`src/hw/rtl/rsbm_pkg.sv`:
```
`default_nettype none

package rsbm_pkg;

	// Store depths and the address widths that follow from them.
	localparam int ROM_DEPTH  = 4194304;
	localparam int SRAM_DEPTH = 131072;
	localparam int ROM_AW     = $clog2(ROM_DEPTH);
	localparam int SRAM_AW    = $clog2(SRAM_DEPTH);

	// Field widths.
	localparam int ADDR_W     = 24;
	localparam int IDX_W      = 23;
	localparam int SRAM_SZ_W  = 18;
	localparam int CFG_W      = 23;
	localparam int CFG_IDX_W  = 2;

	// Remainder unit: MOD_BITS dividend bits retired per cycle.
	localparam int MOD_BITS   = 3;
	localparam int MOD_STEPS  = 8;
	localparam int NUM_W      = MOD_BITS * MOD_STEPS;
	localparam int STEP_W     = $clog2(MOD_STEPS);

	// Item modes.
	localparam logic [1:0] MODE_READ    = 2'd0;
	localparam logic [1:0] MODE_WRITE   = 2'd1;
	localparam logic [1:0] MODE_PRELOAD = 2'd2;

	// Result targets.
	localparam logic [1:0] TGT_NONE = 2'd0;
	localparam logic [1:0] TGT_ROM  = 2'd1;
	localparam logic [1:0] TGT_RAM  = 2'd2;

	// Mapper layouts.
	localparam logic [1:0] LAYOUT_LOW  = 2'd0;
	localparam logic [1:0] LAYOUT_HIGH = 2'd1;
	localparam logic [1:0] LAYOUT_EXT  = 2'd2;

	// Configuration register indexes.
	localparam logic [CFG_IDX_W-1:0] CFG_LAYOUT    = 2'd0;
	localparam logic [CFG_IDX_W-1:0] CFG_LOADED    = 2'd1;
	localparam logic [CFG_IDX_W-1:0] CFG_ROM_SIZE  = 2'd2;
	localparam logic [CFG_IDX_W-1:0] CFG_SRAM_SIZE = 2'd3;

	// Bank and offset window bounds.
	localparam logic [6:0]  BANK_LO_RAM_FIRST = 7'h70;
	localparam logic [6:0]  BANK_LO_RAM_LAST  = 7'h7D;
	localparam logic [6:0]  BANK_HI_RAM_FIRST = 7'h20;
	localparam logic [6:0]  BANK_HI_RAM_LAST  = 7'h3F;
	localparam logic [6:0]  BANK_ROM_FIRST    = 7'h40;
	localparam logic [6:0]  BANK_ROM_LAST     = 7'h7D;
	localparam logic [7:0]  BANK_EXT_FIRST    = 8'hC0;
	localparam logic [15:0] OFF_UPPER         = 16'h8000;
	localparam logic [15:0] OFF_HI_RAM_FIRST  = 16'h6000;
	localparam logic [IDX_W-1:0] ROM_LO_UPPER_BASE = 23'h200000;

	typedef struct packed {
		logic [1:0]        mode;
		logic [ADDR_W-1:0] address;
		logic [7:0]        write_data;
	} item_t;

	typedef struct packed {
		logic [7:0] read_data;
		logic [1:0] target;
	} result_t;

	typedef struct packed {
		logic clear;
		logic load;
		logic decode;
		logic mod_step;
		logic access;
		logic finish;
	} cmd_t;

	typedef struct packed {
		logic clear_last;
		logic need_mod;
	} status_t;

endpackage

`default_nettype wire

```
`src/hw/rtl/rsbm_ctrl.sv`:
```
`default_nettype none

module rsbm_ctrl (
	input  wire logic            clk,
	input  wire logic            arst_n,
	input  wire logic            item_valid,
	output logic                 item_ready,
	output logic                 result_valid,
	input  wire logic            result_ready,
	input  wire rsbm_pkg::status_t status,
	output rsbm_pkg::cmd_t       cmd
);
	import rsbm_pkg::*;

	localparam logic [2:0] ST_CLEAR  = 3'd0;
	localparam logic [2:0] ST_IDLE   = 3'd1;
	localparam logic [2:0] ST_DECODE = 3'd2;
	localparam logic [2:0] ST_MOD    = 3'd3;
	localparam logic [2:0] ST_ACCESS = 3'd4;
	localparam logic [2:0] ST_FINISH = 3'd5;

	logic [2:0]        state_q, state_d;
	logic [STEP_W-1:0] step_q;
	logic              out_valid_q;
	logic              out_free;

	assign out_free     = !out_valid_q || result_ready;
	assign item_ready   = (state_q == ST_IDLE);
	assign result_valid = out_valid_q;

	always_comb begin
		cmd     = '0;
		state_d = state_q;
		case (state_q)
			ST_CLEAR: begin
				cmd.clear = 1'b1;
				if (status.clear_last) begin
					state_d = ST_IDLE;
				end
			end
			ST_IDLE: begin
				if (item_valid) begin
					cmd.load = 1'b1;
					state_d  = ST_DECODE;
				end
			end
			ST_DECODE: begin
				cmd.decode = 1'b1;
				state_d    = status.need_mod ? ST_MOD : ST_FINISH;
			end
			ST_MOD: begin
				cmd.mod_step = 1'b1;
				if (step_q == STEP_W'(MOD_STEPS - 1)) begin
					state_d = ST_ACCESS;
				end
			end
			ST_ACCESS: begin
				cmd.access = 1'b1;
				state_d    = ST_FINISH;
			end
			ST_FINISH: begin
				if (out_free) begin
					cmd.finish = 1'b1;
					state_d    = ST_IDLE;
				end
			end
			default: begin
				state_d = ST_IDLE;
			end
		endcase
	end

	always_ff @(posedge clk or negedge arst_n) begin
		if (!arst_n) begin
			state_q     <= ST_CLEAR;
			step_q      <= '0;
			out_valid_q <= 1'b0;
		end else begin
			state_q <= state_d;
			if (cmd.mod_step) begin
				step_q <= step_q + 1'b1;
			end else begin
				step_q <= '0;
			end
			if (cmd.finish) begin
				out_valid_q <= 1'b1;
			end else if (result_ready) begin
				out_valid_q <= 1'b0;
			end
		end
	end

endmodule

`default_nettype wire

```
`config.mk`:
```
export PLATFORM = sky130hd
export DESIGN_NAME = rsbm_ctrl
export DESIGN_NICKNAME = d
export VERILOG_FILES = /design/src/hw/rtl/rsbm_pkg.sv /design/src/hw/rtl/rsbm_ctrl.sv
export SDC_FILE = /design/constraint.sdc
export NUM_CORES = 1
export LEC_CHECK = 0
export ABC_AREA = 1
export BUFFER_PORTS_ARGS = -buffer_cell sky130_fd_sc_hd__buf_4
export CORE_ASPECT_RATIO = 1.1
export CORE_UTILIZATION = 25
export DETAILED_ROUTE_END_ITERATION = 8
export PLACE_DENSITY_LB_ADDON = 0.1
export RECOVER_POWER = 50
export SLEW_MARGIN = 10
export SYNTH_ARGS = -nofsm -noshare
export SYNTH_HDL_FRONTEND = slang
export SYNTH_SLANG_ARGS = --single-unit
export TNS_END_PERCENT = 1
```
`constraint.sdc`:
```
create_clock -name clk -period 1.8 [get_ports clk]
set_clock_uncertainty 0.05 [all_clocks]
set_input_delay 0.18 -clock clk [delete_from_list [all_inputs] [get_ports clk]]
set_output_delay 0.18 -clock clk [all_outputs]
set_load 0.05 [all_outputs]
```
* After elaboration in Yosys (flattened, before gate mapping)
Cells that the tools add are included.
Storage, ports and cells: register bits 7, logic and storage cells 36
Operators by class: add/subtract/negate cells 1, equal/unequal tests 10, muxes and demuxes 17, reductions and logical operators 5
Operator list (number):
- two-way mux 3 bit | 6
- case mux 3 bit (6 select lines) | 1
- two-way mux 1 bit | 10
- == test 3 bit, second input constant | 3
- != test 2 bit, second input constant | 4
- == test 3 x 2 -> 1 bit, second input constant | 2
- AND reduction 4 bit | 1
- adder 3 x 1 -> 3 bit, second input constant | 1
- == test 3 x 1 -> 1 bit, second input constant | 1
- zero test 3 bit | 1
- nonzero test 2 bit | 1
- zero test 1 bit | 1
- logical OR 1 bit | 1

* Depth between registers and ports, before layout
Gate-level depths: netlist of run 1.
word-level depth 5, mapped depth 8, mapped depth without buffers 8

* Worst setup path after synthesis of run 1
Ideal clock, no wire load.
kind reg2out, start point register state_q[0], end point output cmd[5] (netlist name), arrival 1552 ps, required time 1570 ps, setup slack 18 ps, stages on the path, launching flop included 2, path buffers 0, cell sequence dfrtp_1 nor3_1
RTL lines:
- start: declaration | RTL line rsbm_ctrl.sv:22 | logic [2:0] state_q, state_d;
- start signal: assignment | RTL line rsbm_ctrl.sv:79 | state_q <= state_d;
- end: declaration | RTL line rsbm_ctrl.sv:11 | output rsbm_pkg::cmd_t cmd

==> results of run 1 <==
## cells in the final DEF, fill, tap and decap left out
| cell type | count |
|---|---|
| dlygate4sd3_1 | 1 |
| o21ai_1 | 1 |
| nor2_4 | 3 |
| nand2_1 | 10 |
| nor3_1 | 1 |
| nand2_2 | 1 |
| o21ai_0 | 1 |
| inv_2 | 3 |
| a21oi_1 | 1 |
| nor2_2 | 1 |
| clkbuf_1 | 3 |
| dfrtp_1 | 7 |
| nor2_1 | 6 |
| buf_4 | 11 |
| inv_1 | 13 |
| ha_1 | 2 |
| clkbuf_4 | 3 |
| nand3b_1 | 1 |
| nand3_1 | 7 |
## through the flow
step / cell area, sq um / total power [mW] / hold WS, ns
finish: 577 / 1.04 / 0.213
floorplan: 439 / 0.759 / -0.166
detailed placement: 558 / 0.929 / -0.0505
CTS: 594 / 1.08 / 0.206
global placement: 558 / 0.934 / -0.0498
global route: 577 / 1.12 / 0.249
## path summary, 6_finish.rpt
path | end | cells after the start
worst min-delay path | result_valid | 4
min in group asynchronous | step_q[1] | 2
worst max-delay path | cmd[0] | 4
worst min register to register | step_q[0] | 1
max in group asynchronous | result_valid | 2
worst max register to register | state_q[0] | 6
## worst register-to-register path: stages (launching register included)
cell     delay (ns)
dfrtp_1        0.42
inv_1          0.13
nand3_1        0.23
nor2_4         0.19
nor2_4         0.06
nand3_1        0.07
nand2_1        0.05
## Yosys cell counts, drive strengths merged
master	count
a21oi	1
o21ai	2
nand3b	1
nor2	10
dfrtp	7
nand2	11
inv	16
nand3	7
ha	2
nor3	1
## where the power goes
| group | leakage, nW | switching (mW) | internal, mW | total, mW |
|---|---|---|---|---|
| Clock | 0.0150 | 0.0591 | 0.0847 | 0.144 |
| Combinational | 0.238 | 0.443 | 0.187 | 0.631 |
| Sequential | 0.0926 | 0.0594 | 0.206 | 0.265 |
## per-layer routing
| layer | share of wire [%] | vias up | track usage, % |
|---|---|---|---|
| li1 | - | 212 | - |
| met1 | 42 | 176 | 11.7 |
| met2 | 52 | 8 | 19.4 |
| met3 | 3.8 | 2 | 2.38 |
| met4 | 1.6 | 0 | 9.68 |
| met5 | 0 | - | 0 |
## state kept, by name, summed over array words and instances (netlist names)
register,cells
result_valid,1
state_q,3
step_q,3
## logic make-up (layout without fill, tap and decap cells)
family	Yosys count	after routing
flops	7	7
compound gates	3	3
simple gates	30	30
buf+inv	16	34
fa+ha+maj	2	2
## cell type report
class | count | area (sq um) | area share, %
well taps | 17 | 21.3 | 3.69
repair buffers | 14 | 100 | 17.4
inverters | 16 | 60.1 | 10.4
multi-input cells | 35 | 194 | 33.6
flip-flops and latches | 7 | 175 | 30.4
clock buffers | 4 | 26.3 | 4.56
==> summary.txt, run 1 <==
Setup path
  – R2R Path Start: state_q[2]
  – Required time of the worst setup path: approximately 1.6 ns
  – CP Cell Sequence: inv_2 > nand3_1 > a21oi_1 > buf_4
  – Slowest CP cell: dfrtp_1
  – CP top delay family: flip-flops
  – Worst-path maximum fanout: 6
  – CP arrival: ~1.4 ns
  – Slowest cell delay on critical path: roughly 0.44 ns
  – Beginning of the critical path: state_q[1]
  – Startpoint types: flop
  – Reg-to-reg slack, setup: 0.49 ns
  – Crit path capture type: output pin
  – Buf+Inv Stages, Crit Path: 2
  – CP Class: flop to output pin

Global routing
  – GRT Total Usage: 11.2%
  – Initial antenna violation count: 0
  – Largest net degree at the start of global routing: 8
  – GRT overflow: 0
  – Vias in the first global route: 392
  – First-pass GRT wire length: between 1.5 and 2 mm

Synthesis
  – Post-synthesis simple-gate area fraction: a little under two fifths
  – Yosys top cell area share: 39.9%
  – #FFs+latches synth: 7
  – Post-Synthesis Net Count: 66
  – Synth cell types: 16
  – Syn Area/Cell: roughly 7.6 sq um
  – Post-Syn Instances: 58
  – Largest family of logic cells by synthesized area: simple AND/OR/NAND/NOR gates
  – Yosys warnings: 0
  – Area leader, netlist: dfrtp_1
  – Post-synthesis compound-gate area fraction: under 10%
  – Post-synthesis sequential area ratio: ~40%
  – Mux contribution to synthesized area: 0%
  – Area contributors post-synth: dfrtp_1 40%, inv_1 10%, nand2_1 8.5%, nor2_4 7.7%, ha_1 5.7%
  – Synth Area in Adders: under 10%
  – Synth Cell Area: 439 sq um
  – XOR/XNOR Fraction of Synth Area: 0%

Power and ir drop
  – Pwr Density: between 1500 and 2000 nW/um^2
  – Worst vdd ir: between 0.0005 and 0.0006 V
  – Leak: approximately 0.35 nW

Clock network
  – CTS buffer count: 3
  – Clk_lat worst skew: ~0.25 ns
  – Post-CTS Setup Repair Bufs: 0
  – CTS H-Tree Depth: 1
  – Clock Root Buffer: clkbuf_4
  – Clock Path Buffers: 2
  – CTS resizes: 0
  – CTS tree: done
  – TritonCTS Sinks: 7
  – Reg clk slew, reported paths: 0.06 ns
  – Hold Buf Count CTS: 1

Place
  – Dpl ws: 0.530 ns
  – Inst Count DP: 88
  – Placer congestion estimate: about 0.8
  – Port bufs: 13
  – Detail Placement HPWL: between 700 and 800 um

Timing
  – Worst-margin pin slew: 0.594 ns
  – RSZ-0062 raised after global routing: no
  – Fin crit share: between 80 and 90%
  – Worst Slack Setup Final: roughly 0.22 ns
  – Max Clk Rate: between 600 and 700 MHz
  – Final min period: about 1.6 ns
  – TNS Setup: 0 ns
  – Relative slew slack: between 60% and 70%
  – Max Transition Viols Final: 0
  – Final Hold Vio Count: 0
  – Final setup fails: 0

Drt
  – DRC violations left: 0
  – DR WL/cell: between 9 and 10 um
  – Vias per cell: between 4 and 5
  – Routed vias: roughly 400
  – Routed wire length: ~900 um
  – TritonRoute pass-1 iters: 2
  – 1st-iter DRT viols: 4
  – Post-route ant nets: 0

Floorplan
  – Num rows: 15
  – Core area: 1610 sq um
  – Die span in x: roughly 42 um
  – Starting Density: 27.2%
  – Die area: between 1500 and 2000 sq um
  – Ports: 14
  – Die height: 46.0 um

Cells and area
  – Layout fillers: ~190
  – Synth-to-layout area growth: 31.3%
  – Layout Nets: 85
  – Final core occ: between 30% and 40%
  – Post-Layout Cell Count: slightly above 90
  – Diodes inserted: 0
  – Share of cells above drive strength 1: between 20 and 30%

Worst hold path
  – Worst min path class: input pin to flop
  – Worst hold start: result_ready

Run status
  – Status: finished clean

Job
  – Max-Cap Viols: 0
No activity file was read; power rests on OpenSTA's default activity.
==> run 2: changes to the inputs <==
==> constraint.sdc (replaced) <==
create_clock -name clk -period 1.8 [get_ports clk]
set_clock_uncertainty 0.05 [all_clocks]
set_input_delay 0.36 -clock clk [delete_from_list [all_inputs] [get_ports clk]]
set_output_delay 0.36 -clock clk [all_outputs]
set_load 0.05 [all_outputs]
==> run 2 against run 1 <==
Effect of this change: sequential power grew 7%; sequential share of layout area fell by 0.81 points; non-clock buffer count is the same; register-to-register slack better by 0.05 ns; die area unchanged; largest power group unchanged.
==> summary.txt, run 2 (synthesis gave the netlist of run 1 again) <==
Global routing
  – Vias in the first global route: roughly 350
  – Initial antenna violation count: 0
  – Largest net degree at the start of global routing: 8
  – GRT overflow: 0
  – First-pass GRT wire length: roughly 1.4 mm
  – GRT Total Usage: under 10%

Place
  – Placer congestion estimate: 0.709
  – Dpl ws: roughly 0.33 ns
  – Port bufs: 13
  – Detail Placement HPWL: between 600 and 700 um

Power and ir drop
  – Comb pwr share: about three fifths
  – Sw frac: a little over half
  – PnR Total Power: ~1.1 mW
  – Cell-internal power: ~0.5 mW
  – Reg power frac: 26.5%
  – P_sw: between 0.5 and 0.6 mW
  – Clock network power share: between 10% and 20%
  – Worst vdd ir: 0.000560 V
  – Pwr Density: 1790 nW/um^2
  – Leak: between 0.3 and 0.4 nW

Floorplan
  – Die height: about 46 um
  – Die span in x: 42.0 um
  – Starting Density: around 27%
  – Die area: between 1500 and 2000 sq um
  – Ports: 14
  – Num rows: 15
  – Core area: approximately 1600 sq um

Timing
  – RSZ-0062 raised after global routing: no
  – Worst Slack Setup Final: 0.119 ns
  – TNS Setup: 0 ns
  – Min Hold Slack: around 0.39 ns
  – Final setup fails: 0
  – Max Transition Viols Final: 0
  – Final Hold Vio Count: 0
  – Fin crit share: ~93%
  – Relative slew slack: roughly three quarters
  – Final min period: around 1.7 ns
  – Max Clk Rate: about 590 MHz
  – Worst-margin pin slew: between 0.3 and 0.4 ns

Drt
  – Routed wire length: a little under 800 um
  – Post-route ant nets: 0
  – DRC violations left: 0
  – 1st-iter DRT viols: 3
  – TritonRoute pass-1 iters: 4
  – Routed vias: 391
  – Vias per cell: ~4.2
  – DR WL/cell: approximately 8.4 um

Clock network
  – Clock Path Buffers: 2
  – CTS H-Tree Depth: 1
  – Clock Root Buffer: clkbuf_4
  – Clk_lat worst skew: around 0.25 ns
  – Reg clk slew, reported paths: approximately 0.050 ns
  – CTS buffer count: 3
  – TritonCTS Sinks: 7
  – CTS tree: done

Cells and area
  – Final core occ: roughly 37%
  – Commonest cells after routing, fill and taps aside: 12 x inv_1, 12 x buf_4, 10 x nand2_1
  – Diodes inserted: 0
  – Register area: approximately 180 sq um
  – Share of cells above drive strength 1: a little under two fifths
  – Synth-to-layout area growth: 35.9%
  – Layout Nets: between 80 and 90
  – Multi-input logic area: between 200 and 250 sq um
  – Layout fillers: about 190

Job
  – Max-Cap Viols: 0

Setup path
  – CP Class: flop to output pin
  – Crit path capture type: output pin
  – R2R Path Start: step_q[0]
  – Worst-path maximum fanout: 6
  – CP arrival: between 1 and 1.5 ns
  – Startpoint types: flop
  – Beginning of the critical path: state_q[1]
  – Required time of the worst setup path: between 1 and 1.5 ns

Worst hold path
  – Worst hold start: step_q[0]
  – Worst min path class: flop to flop

Run status
  – Status: finished clean
run 2: changes by cell type in the layout (fill, tap and decap cells not counted):
| cell | previous run | this run |
|---|---|---|
| nor3_2 | 0 | 1 |
| dfrtp_2 | 0 | 1 |
| inv_2 | 3 | 4 |
| nand3_1 | 7 | 5 |
| nand3_2 | 0 | 2 |
| dfrtp_1 | 7 | 6 |
| buf_4 | 11 | 12 |
| clkbuf_1 | 3 | 2 |
| nor3_1 | 1 | 0 |
| inv_1 | 13 | 12 |
run 2: worst paths after layout:
| check | end | slack, ns | cells past startpoint |
|---|---|---|---|
| min in group asynchronous | result_valid | 0.48 | 2 |
| setup reg to reg | state_q[1] | 0.54 | 6 |
| hold reg to reg | step_q[0] | 0.39 | 1 |
| setup / recovery | cmd[0] | 0.12 | 4 |
| max in group asynchronous | state_q[0] | 0.93 | 2 |
| hold / removal | step_q[0] | 0.39 | 1 |
run 2: power by group through the flow:
| stage | Clock (mW) | Combinational (mW) | Sequential [mW] |
|---|---|---|---|
| 4_1_cts | 0.146 | 0.657 | 0.279 |
| 6_report | 0.138 | 0.646 | 0.283 |
| 3_5_place_dp | 0 | 0.654 | 0.282 |
| 2_1_floorplan | 0 | 0.473 | 0.294 |
| 3_3_place_gp | 0 | 0.659 | 0.280 |
| 5_1_grt | 0.159 | 0.709 | 0.289 |
run 2: layout make-up:
class | instances | area share [%]
clock buffers | 4 | 4.40
repair buffers | 14 | 17.4
flip-flops and latches | 7 | 29.6
multi-input cells | 35 | 35.0
inverters | 16 | 10.1
well taps | 17 | 3.56
run 2: timing repair:
action / CTS / global route
endpoints found under the hold margin: 7 / 0
setup buffers: 0 / 0
hold buffers: 1 / 0
endpoints found under the setup margin: 0 / 1
gates resized for setup: 0 / 1
run 2: worst max-delay path, cell delays in order (launching register included):
cell and delay (ns):
dfrtp_1 0.46, inv_2 0.11, nand3_2 0.10, a21oi_1 0.14, buf_4 0.21
run 2: layer usage:
metal / part of all wire (%) / global-route usage, % / up-vias
met5: 0 / 0 / -
met4: 0.51 / 5.81 / 0
met3: 3.5 / 3.57 / 2
met2: 47 / 14.1 / 6
met1: 49 / 12.9 / 171
li1: - / - / 212
run 2: metrics by stage:
stage	instances	instance area (sq um)
after global routing	93	597
final	93	597
after floorplan	58	444
after CTS	93	599
after global placement	88	563
after detailed placement	88	563
